## config.mk

```make
export PLATFORM = sky130hd
export DESIGN_NAME = linear_probe_hash_insert_flat
export DESIGN_NICKNAME = d
export VERILOG_FILES = /design/src/hw/rtl/lph_pkg.sv /design/src/hw/rtl/lph_if.sv /design/src/hw/rtl/lph_mem.sv /design/src/hw/rtl/lph_mod.sv /design/src/hw/rtl/linear_probe_hash_insert.sv /design/src/flat_wrapper.sv
export VERILOG_INCLUDE_DIRS = /design/src /design/src/hw/rtl
export SDC_FILE = /design/constraint.sdc
export NUM_CORES = 2
export LEC_CHECK = 0
export ABC_AREA = 0
export CAP_MARGIN = 20
export CORE_MARGIN = 3
export CORE_UTILIZATION = 28
export CTS_CLUSTER_DIAMETER = 40
export DETAILED_ROUTE_END_ITERATION = 7
export DONT_BUFFER_PORTS = 1
export HOLD_SLACK_MARGIN = 0.03
export PLACE_DENSITY_LB_ADDON = 0.1
export SLEW_MARGIN = 10
export SYNTH_ARGS = -nofsm -noshare
export SYNTH_HDL_FRONTEND = slang
export SYNTH_SLANG_ARGS = --single-unit
```

## constraint.sdc

```tcl
create_clock -name clk -period 10 [get_ports clk]
set_clock_uncertainty 0.05 [all_clocks]
set_input_delay 0.5 -clock clk [delete_from_list [all_inputs] [get_ports clk]]
set_output_delay 0.5 -clock clk [all_outputs]
set_load 0.005 [all_outputs]
```

## src/hw/rtl/linear_probe_hash_insert_macros.svh

```systemverilog
`ifndef LINEAR_PROBE_HASH_INSERT_MACROS_SVH
`define LINEAR_PROBE_HASH_INSERT_MACROS_SVH

// same-cycle implication, needs clk and arst_n in scope
`define LPH_ASSERT_NOW(label, ante, cons, msg) \
	label: assert property (@(posedge clk) disable iff (!arst_n) (ante) |-> (cons)) \
		else $error(msg);

// next-cycle implication, needs clk and arst_n in scope
`define LPH_ASSERT_NEXT(label, ante, cons, msg) \
	label: assert property (@(posedge clk) disable iff (!arst_n) (ante) |=> (cons)) \
		else $error(msg);

`endif

```

## src/hw/rtl/lph_pkg.sv

```systemverilog
package lph_pkg;

	localparam int KEY_W = 31;
	localparam int PAY_W = 64;
	localparam int SLOT_W = 4;

	// key remainder unit: bits folded in per cycle
	localparam int MOD_BITS = 4;
	localparam int MOD_DIGITS = (KEY_W + MOD_BITS - 1) / MOD_BITS;
	localparam int MOD_PAD_W = MOD_DIGITS * MOD_BITS;
	localparam int MOD_CNT_W = $clog2(MOD_DIGITS);

	typedef enum logic {
		OP_INSERT = 1'b0,
		OP_DUMP = 1'b1
	} op_t;

	typedef enum logic [2:0] {
		ST_INSERTED = 3'd0,
		ST_FULL = 3'd1,
		ST_INVALID = 3'd2,
		ST_DUMP = 3'd3,
		ST_EMPTY = 3'd4
	} status_t;

	typedef enum logic [2:0] {
		S_IDLE,
		S_MOD,
		S_PROBE,
		S_DUMP,
		S_EMIT
	} state_t;

endpackage

```

## src/hw/rtl/lph_if.sv

```systemverilog
interface lph_req_if;
	logic valid;
	logic ready;
	logic op;
	logic [lph_pkg::KEY_W-1:0] key;
	logic [lph_pkg::PAY_W-1:0] payload;

	modport source (output valid, op, key, payload, input ready);
	modport sink (input valid, op, key, payload, output ready);
endinterface

interface lph_rsp_if;
	logic valid;
	logic ready;
	logic [2:0] status;
	logic [lph_pkg::SLOT_W-1:0] slot;
	logic [lph_pkg::KEY_W-1:0] key_out;
	logic [lph_pkg::PAY_W-1:0] payload_out;
	logic last;

	modport source (output valid, status, slot, key_out, payload_out, last, input ready);
	modport sink (input valid, status, slot, key_out, payload_out, last, output ready);
endinterface

```

## src/hw/rtl/lph_mem.sv

```systemverilog
module lph_mem #(
	parameter int TABLE_SIZE = 16
) (
	input  logic clk,
	input  logic arst_n,
	input  logic rd_en,
	input  logic [$clog2(TABLE_SIZE)-1:0] rd_addr,
	output logic rd_occ,
	output logic [lph_pkg::KEY_W-1:0] rd_key,
	output logic [lph_pkg::PAY_W-1:0] rd_payload,
	input  logic wr_en,
	input  logic [$clog2(TABLE_SIZE)-1:0] wr_addr,
	input  logic [lph_pkg::KEY_W-1:0] wr_key,
	input  logic [lph_pkg::PAY_W-1:0] wr_payload
);
	import lph_pkg::*;

	logic [KEY_W-1:0] key_mem [TABLE_SIZE];
	logic [PAY_W-1:0] pay_mem [TABLE_SIZE];
	logic [TABLE_SIZE-1:0] occ_q;
	logic rd_occ_q;
	logic [KEY_W-1:0] rd_key_q;
	logic [PAY_W-1:0] rd_pay_q;

	always_ff @(posedge clk) begin
		if (wr_en) begin
			key_mem[wr_addr] <= wr_key;
			pay_mem[wr_addr] <= wr_payload;
		end
		if (rd_en) begin
			rd_key_q <= key_mem[rd_addr];
			rd_pay_q <= pay_mem[rd_addr];
		end
	end

	// occupancy flags stand in for the all-zero key reset
	always_ff @(posedge clk or negedge arst_n) begin
		if (!arst_n) begin
			occ_q <= '0;
			rd_occ_q <= 1'b0;
		end else begin
			if (wr_en) begin
				occ_q[wr_addr] <= 1'b1;
			end
			if (rd_en) begin
				rd_occ_q <= occ_q[rd_addr];
			end
		end
	end

	assign rd_occ = rd_occ_q;
	assign rd_key = rd_key_q;
	assign rd_payload = rd_pay_q;

endmodule

```

## src/hw/rtl/lph_mod.sv

```systemverilog
module lph_mod #(
	parameter int TABLE_SIZE = 16
) (
	input  logic clk,
	input  logic arst_n,
	input  logic start,
	input  logic [lph_pkg::KEY_W-1:0] key,
	output logic done,
	output logic [$clog2(TABLE_SIZE)-1:0] rem
);
	import lph_pkg::*;

	localparam int IDX_W = $clog2(TABLE_SIZE);
	localparam int R_W = IDX_W + 1;

	logic busy_q;
	logic [MOD_CNT_W-1:0] cnt_q;
	logic [MOD_PAD_W-1:0] sh_q;
	logic [IDX_W-1:0] rem_q;
	logic [IDX_W-1:0] rem_nxt;
	logic last_digit;

	// msb-first remainder, one digit per cycle
	always_comb begin
		logic [R_W-1:0] r;
		r = {1'b0, rem_q};
		for (int i = 0; i < MOD_BITS; i++) begin
			r = {r[IDX_W-1:0], sh_q[MOD_PAD_W-1-i]};
			if (r >= R_W'(TABLE_SIZE)) begin
				r = r - R_W'(TABLE_SIZE);
			end
		end
		rem_nxt = r[IDX_W-1:0];
	end

	assign last_digit = cnt_q == MOD_CNT_W'(MOD_DIGITS - 1);

	always_ff @(posedge clk or negedge arst_n) begin
		if (!arst_n) begin
			busy_q <= 1'b0;
			cnt_q <= '0;
		end else if (start) begin
			busy_q <= 1'b1;
			cnt_q <= '0;
		end else if (busy_q) begin
			cnt_q <= cnt_q + 1'b1;
			if (last_digit) begin
				busy_q <= 1'b0;
			end
		end
	end

	always_ff @(posedge clk) begin
		if (start) begin
			sh_q <= MOD_PAD_W'(key);
			rem_q <= '0;
		end else if (busy_q) begin
			sh_q <= sh_q << MOD_BITS;
			rem_q <= rem_nxt;
		end
	end

	assign done = busy_q && last_digit;
	assign rem = rem_nxt;

endmodule

```

## src/hw/rtl/linear_probe_hash_insert.sv

```systemverilog
// Open-addressing hash table with linear probing, TABLE_SIZE slots.
// req channel (sink): op, key, payload; accepted when valid and ready are high.
// rsp channel (source): status, slot, key_out, payload_out, last.
// One item is worked on at a time; ready is high only while the table is idle.
// Insert: key mod TABLE_SIZE is found by a remainder unit, 4 key bits per cycle,
// then the key memory is read one slot per cycle from that slot on.
// An insert of k probes (k from 1 to TABLE_SIZE) gives a single result; a zero
// key is not probed and is answered with an invalid status.
// Dump: every slot is read once, one per cycle while the receiver keeps up;
// it gives one result per occupied slot, last on the final one, or one empty
// status. The rate is set by the single read port of the slot memory.
// A registered output stage holds a result while rsp.ready is low; the
// dump scan then waits, so no result is lost, and a new item may be accepted
// while the last result of the previous one still waits.
// Reset (arst_n low) marks all slots empty at once and empties the output.
module linear_probe_hash_insert #(
	parameter int TABLE_SIZE = 16
) (
	input logic clk,
	input logic arst_n,
	lph_req_if.sink req,
	lph_rsp_if.source rsp
);
	import lph_pkg::*;
	`include "linear_probe_hash_insert_macros.svh"

	localparam int IDX_W = $clog2(TABLE_SIZE);
	localparam int CNT_W = $clog2(TABLE_SIZE + 1);

	state_t state_q, state_nxt;

	logic [KEY_W-1:0] key_q;
	logic [PAY_W-1:0] pay_q;
	logic [CNT_W-1:0] cnt_q;
	logic [IDX_W-1:0] ptr_q;
	logic rd_vld_s1;
	logic last_s1;
	logic [IDX_W-1:0] idx_s1;

	logic pend_vld_q;
	logic [IDX_W-1:0] pend_slot_q;
	logic [KEY_W-1:0] pend_key_q;
	logic [PAY_W-1:0] pend_pay_q;

	status_t res_status_q;
	logic [SLOT_W-1:0] res_slot_q;
	logic [KEY_W-1:0] res_key_q;
	logic [PAY_W-1:0] res_pay_q;

	logic out_vld_q;
	status_t out_status_q;
	logic [SLOT_W-1:0] out_slot_q;
	logic [KEY_W-1:0] out_key_q;
	logic [PAY_W-1:0] out_pay_q;
	logic out_last_q;

	logic accept;
	logic out_free;
	logic issue;
	logic consume;
	logic term;
	logic fin;
	logic emit_pend;
	logic out_from_res;
	logic res_load;
	status_t res_status;
	logic [SLOT_W-1:0] res_slot;
	logic [KEY_W-1:0] res_key;
	logic [PAY_W-1:0] res_pay;
	logic mod_start;
	logic mod_done;
	logic [IDX_W-1:0] mod_rem;
	logic mem_we;
	logic rd_occ;
	logic [KEY_W-1:0] rd_key;
	logic [PAY_W-1:0] rd_pay;

	assign accept = req.valid && req.ready;
	assign out_free = !out_vld_q || rsp.ready;

	lph_mod #(
		.TABLE_SIZE(TABLE_SIZE)
	) u_mod (
		.clk(clk),
		.arst_n(arst_n),
		.start(mod_start),
		.key(req.key),
		.done(mod_done),
		.rem(mod_rem)
	);

	lph_mem #(
		.TABLE_SIZE(TABLE_SIZE)
	) u_mem (
		.clk(clk),
		.arst_n(arst_n),
		.rd_en(issue),
		.rd_addr(ptr_q),
		.rd_occ(rd_occ),
		.rd_key(rd_key),
		.rd_payload(rd_pay),
		.wr_en(mem_we),
		.wr_addr(idx_s1),
		.wr_key(key_q),
		.wr_payload(pay_q)
	);

	always_comb begin
		req.ready = 1'b0;
		mod_start = 1'b0;
		issue = 1'b0;
		consume = 1'b0;
		term = 1'b0;
		fin = 1'b0;
		emit_pend = 1'b0;
		out_from_res = 1'b0;
		mem_we = 1'b0;
		res_load = 1'b0;
		res_status = ST_INVALID;
		res_slot = '0;
		res_key = '0;
		res_pay = '0;
		case (state_q)
			S_IDLE: begin
				req.ready = 1'b1;
				mod_start = accept && req.op == OP_INSERT && req.key != '0;
				res_load = accept && req.op == OP_INSERT && req.key == '0;
			end
			S_PROBE: begin
				term = rd_vld_s1 && (!rd_occ || last_s1);
				issue = cnt_q != CNT_W'(TABLE_SIZE) && !term;
				consume = rd_vld_s1;
				mem_we = rd_vld_s1 && !rd_occ;
				res_load = term;
				res_status = rd_occ ? ST_FULL : ST_INSERTED;
				res_slot = rd_occ ? '0 : SLOT_W'(idx_s1);
				res_key = key_q;
			end
			S_DUMP: begin
				// hold the previous hit until the next one shows whether it is last
				consume = rd_vld_s1 && (!rd_occ || !pend_vld_q || out_free);
				issue = cnt_q != CNT_W'(TABLE_SIZE) && (!rd_vld_s1 || consume);
				emit_pend = consume && rd_occ && pend_vld_q;
				fin = cnt_q == CNT_W'(TABLE_SIZE) && !rd_vld_s1;
				res_load = fin;
				res_status = pend_vld_q ? ST_DUMP : ST_EMPTY;
				res_slot = pend_vld_q ? SLOT_W'(pend_slot_q) : '0;
				res_key = pend_vld_q ? pend_key_q : '0;
				res_pay = pend_vld_q ? pend_pay_q : '0;
			end
			S_EMIT: begin
				out_from_res = out_free;
			end
			default: begin
			end
		endcase
	end

	always_comb begin
		state_nxt = state_q;
		case (state_q)
			S_IDLE: begin
				if (accept) begin
					if (req.op == OP_DUMP) begin
						state_nxt = S_DUMP;
					end else if (req.key == '0) begin
						state_nxt = S_EMIT;
					end else begin
						state_nxt = S_MOD;
					end
				end
			end
			S_MOD: begin
				if (mod_done) begin
					state_nxt = S_PROBE;
				end
			end
			S_PROBE: begin
				if (term) begin
					state_nxt = S_EMIT;
				end
			end
			S_DUMP: begin
				if (fin) begin
					state_nxt = S_EMIT;
				end
			end
			S_EMIT: begin
				if (out_free) begin
					state_nxt = S_IDLE;
				end
			end
			default: begin
				state_nxt = S_IDLE;
			end
		endcase
	end

	always_ff @(posedge clk or negedge arst_n) begin
		if (!arst_n) begin
			state_q <= S_IDLE;
			cnt_q <= '0;
			ptr_q <= '0;
			rd_vld_s1 <= 1'b0;
			pend_vld_q <= 1'b0;
			out_vld_q <= 1'b0;
		end else begin
			state_q <= state_nxt;
			if (state_q == S_IDLE && accept) begin
				cnt_q <= '0;
				ptr_q <= '0;
			end else if (state_q == S_MOD && mod_done) begin
				cnt_q <= '0;
				ptr_q <= mod_rem;
			end else if (issue) begin
				cnt_q <= cnt_q + 1'b1;
				ptr_q <= (ptr_q == IDX_W'(TABLE_SIZE - 1)) ? '0 : ptr_q + 1'b1;
			end
			if (issue) begin
				rd_vld_s1 <= 1'b1;
			end else if (consume) begin
				rd_vld_s1 <= 1'b0;
			end
			if (fin) begin
				pend_vld_q <= 1'b0;
			end else if (state_q == S_DUMP && consume && rd_occ) begin
				pend_vld_q <= 1'b1;
			end
			if (out_from_res || emit_pend) begin
				out_vld_q <= 1'b1;
			end else if (rsp.ready) begin
				out_vld_q <= 1'b0;
			end
		end
	end

	always_ff @(posedge clk) begin
		if (accept) begin
			key_q <= req.key;
			pay_q <= req.payload;
		end
		if (issue) begin
			idx_s1 <= ptr_q;
			last_s1 <= cnt_q == CNT_W'(TABLE_SIZE - 1);
		end
		if (state_q == S_DUMP && consume && rd_occ) begin
			pend_slot_q <= idx_s1;
			pend_key_q <= rd_key;
			pend_pay_q <= rd_pay;
		end
		if (res_load) begin
			res_status_q <= res_status;
			res_slot_q <= res_slot;
			res_key_q <= res_key;
			res_pay_q <= res_pay;
		end
		if (out_from_res) begin
			out_status_q <= res_status_q;
			out_slot_q <= res_slot_q;
			out_key_q <= res_key_q;
			out_pay_q <= res_pay_q;
			out_last_q <= 1'b1;
		end else if (emit_pend) begin
			out_status_q <= ST_DUMP;
			out_slot_q <= SLOT_W'(pend_slot_q);
			out_key_q <= pend_key_q;
			out_pay_q <= pend_pay_q;
			out_last_q <= 1'b0;
		end
	end

	assign rsp.valid = out_vld_q;
	assign rsp.status = out_status_q;
	assign rsp.slot = out_slot_q;
	assign rsp.key_out = out_key_q;
	assign rsp.payload_out = out_pay_q;
	assign rsp.last = out_last_q;

	`LPH_ASSERT_NOW(a_idle_clean, state_q == S_IDLE, !rd_vld_s1 && !pend_vld_q, "stale scan state in idle")
	`LPH_ASSERT_NEXT(a_write_emit, mem_we, state_q == S_EMIT, "slot write not followed by result")
	`LPH_ASSERT_NOW(a_single_last, rsp.valid && rsp.status != ST_DUMP, rsp.last, "single result not last")
	`LPH_ASSERT_NEXT(a_dump_stall, state_q == S_DUMP && rd_vld_s1 && !consume, rd_vld_s1 && $stable(ptr_q) && $stable(idx_s1), "dump scan moved while stalled")

endmodule
```

## src/flat_wrapper.sv

```systemverilog
// flat-port wrapper written by rule: the top's interface ports become plain ports
module linear_probe_hash_insert_flat import lph_pkg::*;
#(
	parameter int TABLE_SIZE = 16
)
  (clk, arst_n, req_valid, req_op, req_key, req_payload, req_ready, rsp_valid, rsp_status, rsp_slot, rsp_key_out, rsp_payload_out, rsp_last, rsp_ready);
  lph_req_if req_i ();
  lph_rsp_if rsp_i ();
  input logic clk;
  input logic arst_n;
  input wire logic [$bits(req_i.valid)-1:0] req_valid;
  input wire logic [$bits(req_i.op)-1:0] req_op;
  input wire logic [$bits(req_i.key)-1:0] req_key;
  input wire logic [$bits(req_i.payload)-1:0] req_payload;
  output wire logic [$bits(req_i.ready)-1:0] req_ready;
  output wire logic [$bits(rsp_i.valid)-1:0] rsp_valid;
  output wire logic [$bits(rsp_i.status)-1:0] rsp_status;
  output wire logic [$bits(rsp_i.slot)-1:0] rsp_slot;
  output wire logic [$bits(rsp_i.key_out)-1:0] rsp_key_out;
  output wire logic [$bits(rsp_i.payload_out)-1:0] rsp_payload_out;
  output wire logic [$bits(rsp_i.last)-1:0] rsp_last;
  input wire logic [$bits(rsp_i.ready)-1:0] rsp_ready;
  assign req_i.valid = req_valid;
  assign req_i.op = req_op;
  assign req_i.key = req_key;
  assign req_i.payload = req_payload;
  assign req_ready = req_i.ready;
  assign rsp_valid = rsp_i.valid;
  assign rsp_status = rsp_i.status;
  assign rsp_slot = rsp_i.slot;
  assign rsp_key_out = rsp_i.key_out;
  assign rsp_payload_out = rsp_i.payload_out;
  assign rsp_last = rsp_i.last;
  assign rsp_i.ready = rsp_ready;
  linear_probe_hash_insert #(.TABLE_SIZE(TABLE_SIZE)) u_core (.clk(clk), .arst_n(arst_n), .req(req_i), .rsp(rsp_i));
endmodule
```

==> flow_metrics.tcl <==
set metrics [dict create \
    slew-limit-headroom_pct 27.5 \
    maxCapViolCount 0 \
    clock_tree.root_cell "clkbuf_16" \
    path_buf_inv 2 \
    p_leak_nw 30.9 \
    ant_nets 0 \
    hold_path.class "input pin to asynchronous set/reset pin" \
    first_pass_iters 4 \
    syn_to_final_growth_pct 24.8 \
    power.switching_mw 7.60 \
    rrSetupSlack_ns 5.89 \
    rsz0062_at_grt "no" \
    clockBufferDepth 4 \
    cts_sinks 2087 \
    grt_util_met1_pct 19.3 \
    ios 205 \
    synth_edf_count 2049 \
    start_util_pct 28.2 \
    r2r-end "u_core.u_mem.pay_mem[10][16]" \
    syn_area_um2 78100 \
    ys_ff_latch 2087 \
    whs_ns 0.100 \
    hold_viol 0 \
    netSwitchingFraction_pct 26.5 \
    p_per_area_nw_per_um2 295 \
    clkTransAtPathRegs_ns 0.06 \
    crit_family "simple AND/OR/NAND/NOR gates" \
    netlist-cell-type-count 55 \
    route.vias.total 35801 \
    drt-total-wl_um 214000 \
    rows 193 \
    synth_most_common_cell "edfxtp_1" \
    grt.total_usage_pct 14.8 \
    ir_worst_vdd_mv 0.199 \
    grt.overflow.total 0 \
    avgSynthCellArea_um2 22.7 \
    antenna_found_initial 22 \
    required_ns 10.44 \
    htreeDepth 5 \
    clk_latency_ns 0.91 \
    globalRouteMet3Util_pct 2.63 \
    seq_area_frac_synth_pct 80.0 \
    synthTopCellsByArea "edfxtp_1 79%, mux4_2 11%, mux2_2 1.6%" \
    crit_type "flip-flop to flip-flop" \
    gp_congestion 0.691 \
    ys_top_cells_by_count "2049 x edfxtp_1, 384 x mux4_2, 110 x mux2_2" \
    first_global_vias 39120 \
    final_nets 3936 \
    cts_tree "done" \
    critPathArrivalTime_ns 4.55 \
    grt_max_degree 97 \
    setup_tns_ns 0 \
    worstMarginPinSlew_ns 1.09 \
    top_usage_layer "met2" \
    cp_max_fo 39 \
    yosysTopAreaCellShare_pct 78.7 \
    numPortBuffers 0 \
    cp_common_cell "buf_4" \
    hpwl_um 111000 \
    period_minus_slack_ns 4.11 \
    detail_route.iter0.violations 2502 \
    syn-num-nets 3544 \
    viasPerCell 4.54 \
    crit_chain "nor4b_4 -> nand4b_1 -> nor2_4 -> buf_4 -> buf_4" \
    synthCells 3438 \
    combPwrFrac_pct 14.6 \
    maxSlewViolCount 0 \
    finalCritPeriodShare_pct 41.1 \
    grt_pass1_wl_um 304000 \
    n_fill_cell 25690 \
    worst_r2r_path_depth 5 \
    max_stage_delay_ns 0.80 \
    internal_power_mw 21.1 \
    drc 0 \
    synth_warnings 0 \
    ys.flop_type "edfxtp_1" \
    status "complete, no violations" \
    synthArstFlopShare_pct 1.72 \
    finalSetupViolCount 0 \
    max_freq_mhz 243 \
    cts_buffers 392 \
    core_area_um2 277000 \
    clkPwrFrac_pct 47.0 \
    r2r_start "u_core.state_q[0]" \
    die-area_um2 285000 \
    die_height_um 534 \
    cts_resized 0 \
    yosys.area.top_type "edfxtp_1" \
    die_w_um 534 \
    critPathLaunchType "flip-flop" \
    drive_gt1_share_pct 31.1 \
    cpMaxStageDelayCell "buf_4" \
    post_drt_wl_per_cell_um 27.1 \
    cp-end-kind "flip-flop" \
    met2_usage_pct 25.1 \
    p_seq_share_pct 38.4 \
]
-- how the worst max path moves through the flow --
stage                            startpoint                           end  slack (ns)  depth (start not counted)
after global routing      u_core.state_q[0]  u_core.u_mem.pay_mem[10][16]        5.57                          5
after floorplan           u_core.state_q[0]          u_core.pend_key_q[0]        1.05                          5
after CTS                 u_core.state_q[0]  u_core.u_mem.pay_mem[10][16]        5.73                          5
after detailed placement  u_core.state_q[0]  u_core.u_mem.pay_mem[10][28]        5.73                          5
final                     u_core.state_q[0]  u_core.u_mem.pay_mem[10][16]        5.89                          5
after global placement    u_core.state_q[0]  u_core.u_mem.pay_mem[10][26]        5.83                          5
-- state kept, by name (all words and copies together), names as in the netlist, 32 cells and up --
| register | count |
|---|---|
| u_core.res_pay_q | 64 |
| u_core.pay_q | 64 |
| u_core.u_mem.pay_mem | 1024 |
| u_core.u_mem.key_mem | 496 |
| u_core.rsp.payload_out | 64 |
| u_core.u_mod.sh_q | 32 |
| u_core.u_mem.rd_payload | 64 |
| u_core.pend_pay_q | 64 |
-- placed cells by master, fill, tap and decap left out, drive strengths merged, types with 2 or more instances in the layout --
| cell type | instances |
|---|---|
| mux2i | 100 |
| dlygate4sd3 | 99 |
| and2 | 68 |
| nor2 | 27 |
| edfxtp | 2049 |
| a211oi | 97 |
| nand3 | 8 |
| or4b | 2 |
| o211ai | 2 |
| nand2 | 15 |
| o32ai | 3 |
| a22o | 35 |
| a21oi | 103 |
| inv | 64 |
| and3 | 4 |
| a221o | 2 |
| clkinv | 139 |
| dfrtp | 36 |
| nand4 | 5 |
| nand2b | 8 |
| clkbuf | 434 |
| nor3 | 10 |
| diode | 11 |
| dfxtp | 2 |
| nor2b | 98 |
| a31oi | 5 |
| o21ai | 8 |
| buf | 77 |
| ha | 6 |
| clkinvlp | 53 |
| a21o | 2 |
| mux4 | 384 |
| mux2 | 130 |
| nand4b | 2 |
| bufinv | 55 |
| or2 | 19 |
| nor4 | 7 |
-- layout make-up --
class | count | area [um2] | share of cell area (%)
antenna | 11 | 27.5 | 0.0282
clock buffer | 434 | 10000 | 10.3
tap | 3705 | 4640 | 4.76
timing repair buffer | 176 | 1690 | 1.73
inverter | 10 | 42.5 | 0.0436
multi-input combinational | 1163 | 14900 | 15.3
clock inverter | 301 | 3690 | 3.78
sequential | 2087 | 62500 | 64.1
-- repair_timing --
action                                 4_1_cts  5_1_grt
hold buffers                               100        0
endpoints found under the hold margin      173        0
buffers inserted                             0        0
-- power by group through the flow --
| stage | Combinational [mW] | Sequential [mW] | Clock, mW |
|---|---|---|---|
| detailed placement | 4.33 | 11.2 | 0 |
| global route | 4.61 | 11.1 | 14.3 |
| finish | 4.19 | 11.0 | 13.5 |
| global placement | 4.35 | 11.2 | 0 |
| floorplan | 3.25 | 10.8 | 0 |
| CTS | 4.39 | 11.1 | 13.9 |
-- logic make-up (layout without fill, tap and decap cells) --
group | Yosys count | in the layout | synth area share, %
adders and majority gates | 6 | 6 | 0.0961
DFF | 2087 | 2087 | 80.0
and+or+nand+nor | 279 | 279 | 2.14
other | 0 | 11 | 0
xor gates and xnor gates | 1 | 1 | 0.0112
buffers and inverters | 188 | 921 | 1.22
AOI/OAI and AO/OA | 263 | 263 | 2.26
muxes | 614 | 614 | 14.3
-- metal layers --
metal | wire length, um | up-vias
li1 | - | 15369
met2 | 107000 | 785
met4 | 5340 | 2
met1 | 93100 | 19274
met3 | 8570 | 371
met5 | 13 | -
-- stage by stage --
stage                     setup WS (ns)  util, %  total power [mW]  cell area, um2  cells
after floorplan                    1.05        -              14.1           78100   3438
after global placement             5.83     29.9              15.6           82700   7041
after detailed placement           5.73     29.9              15.6           82700   7041
after CTS                          5.73     35.2              29.3           97500   7876
after global routing               5.57     35.2              30.0           97500   7882
final                              5.89     35.2              28.7           97500   7887
Note: power is estimated with default switching activity, not from simulation.
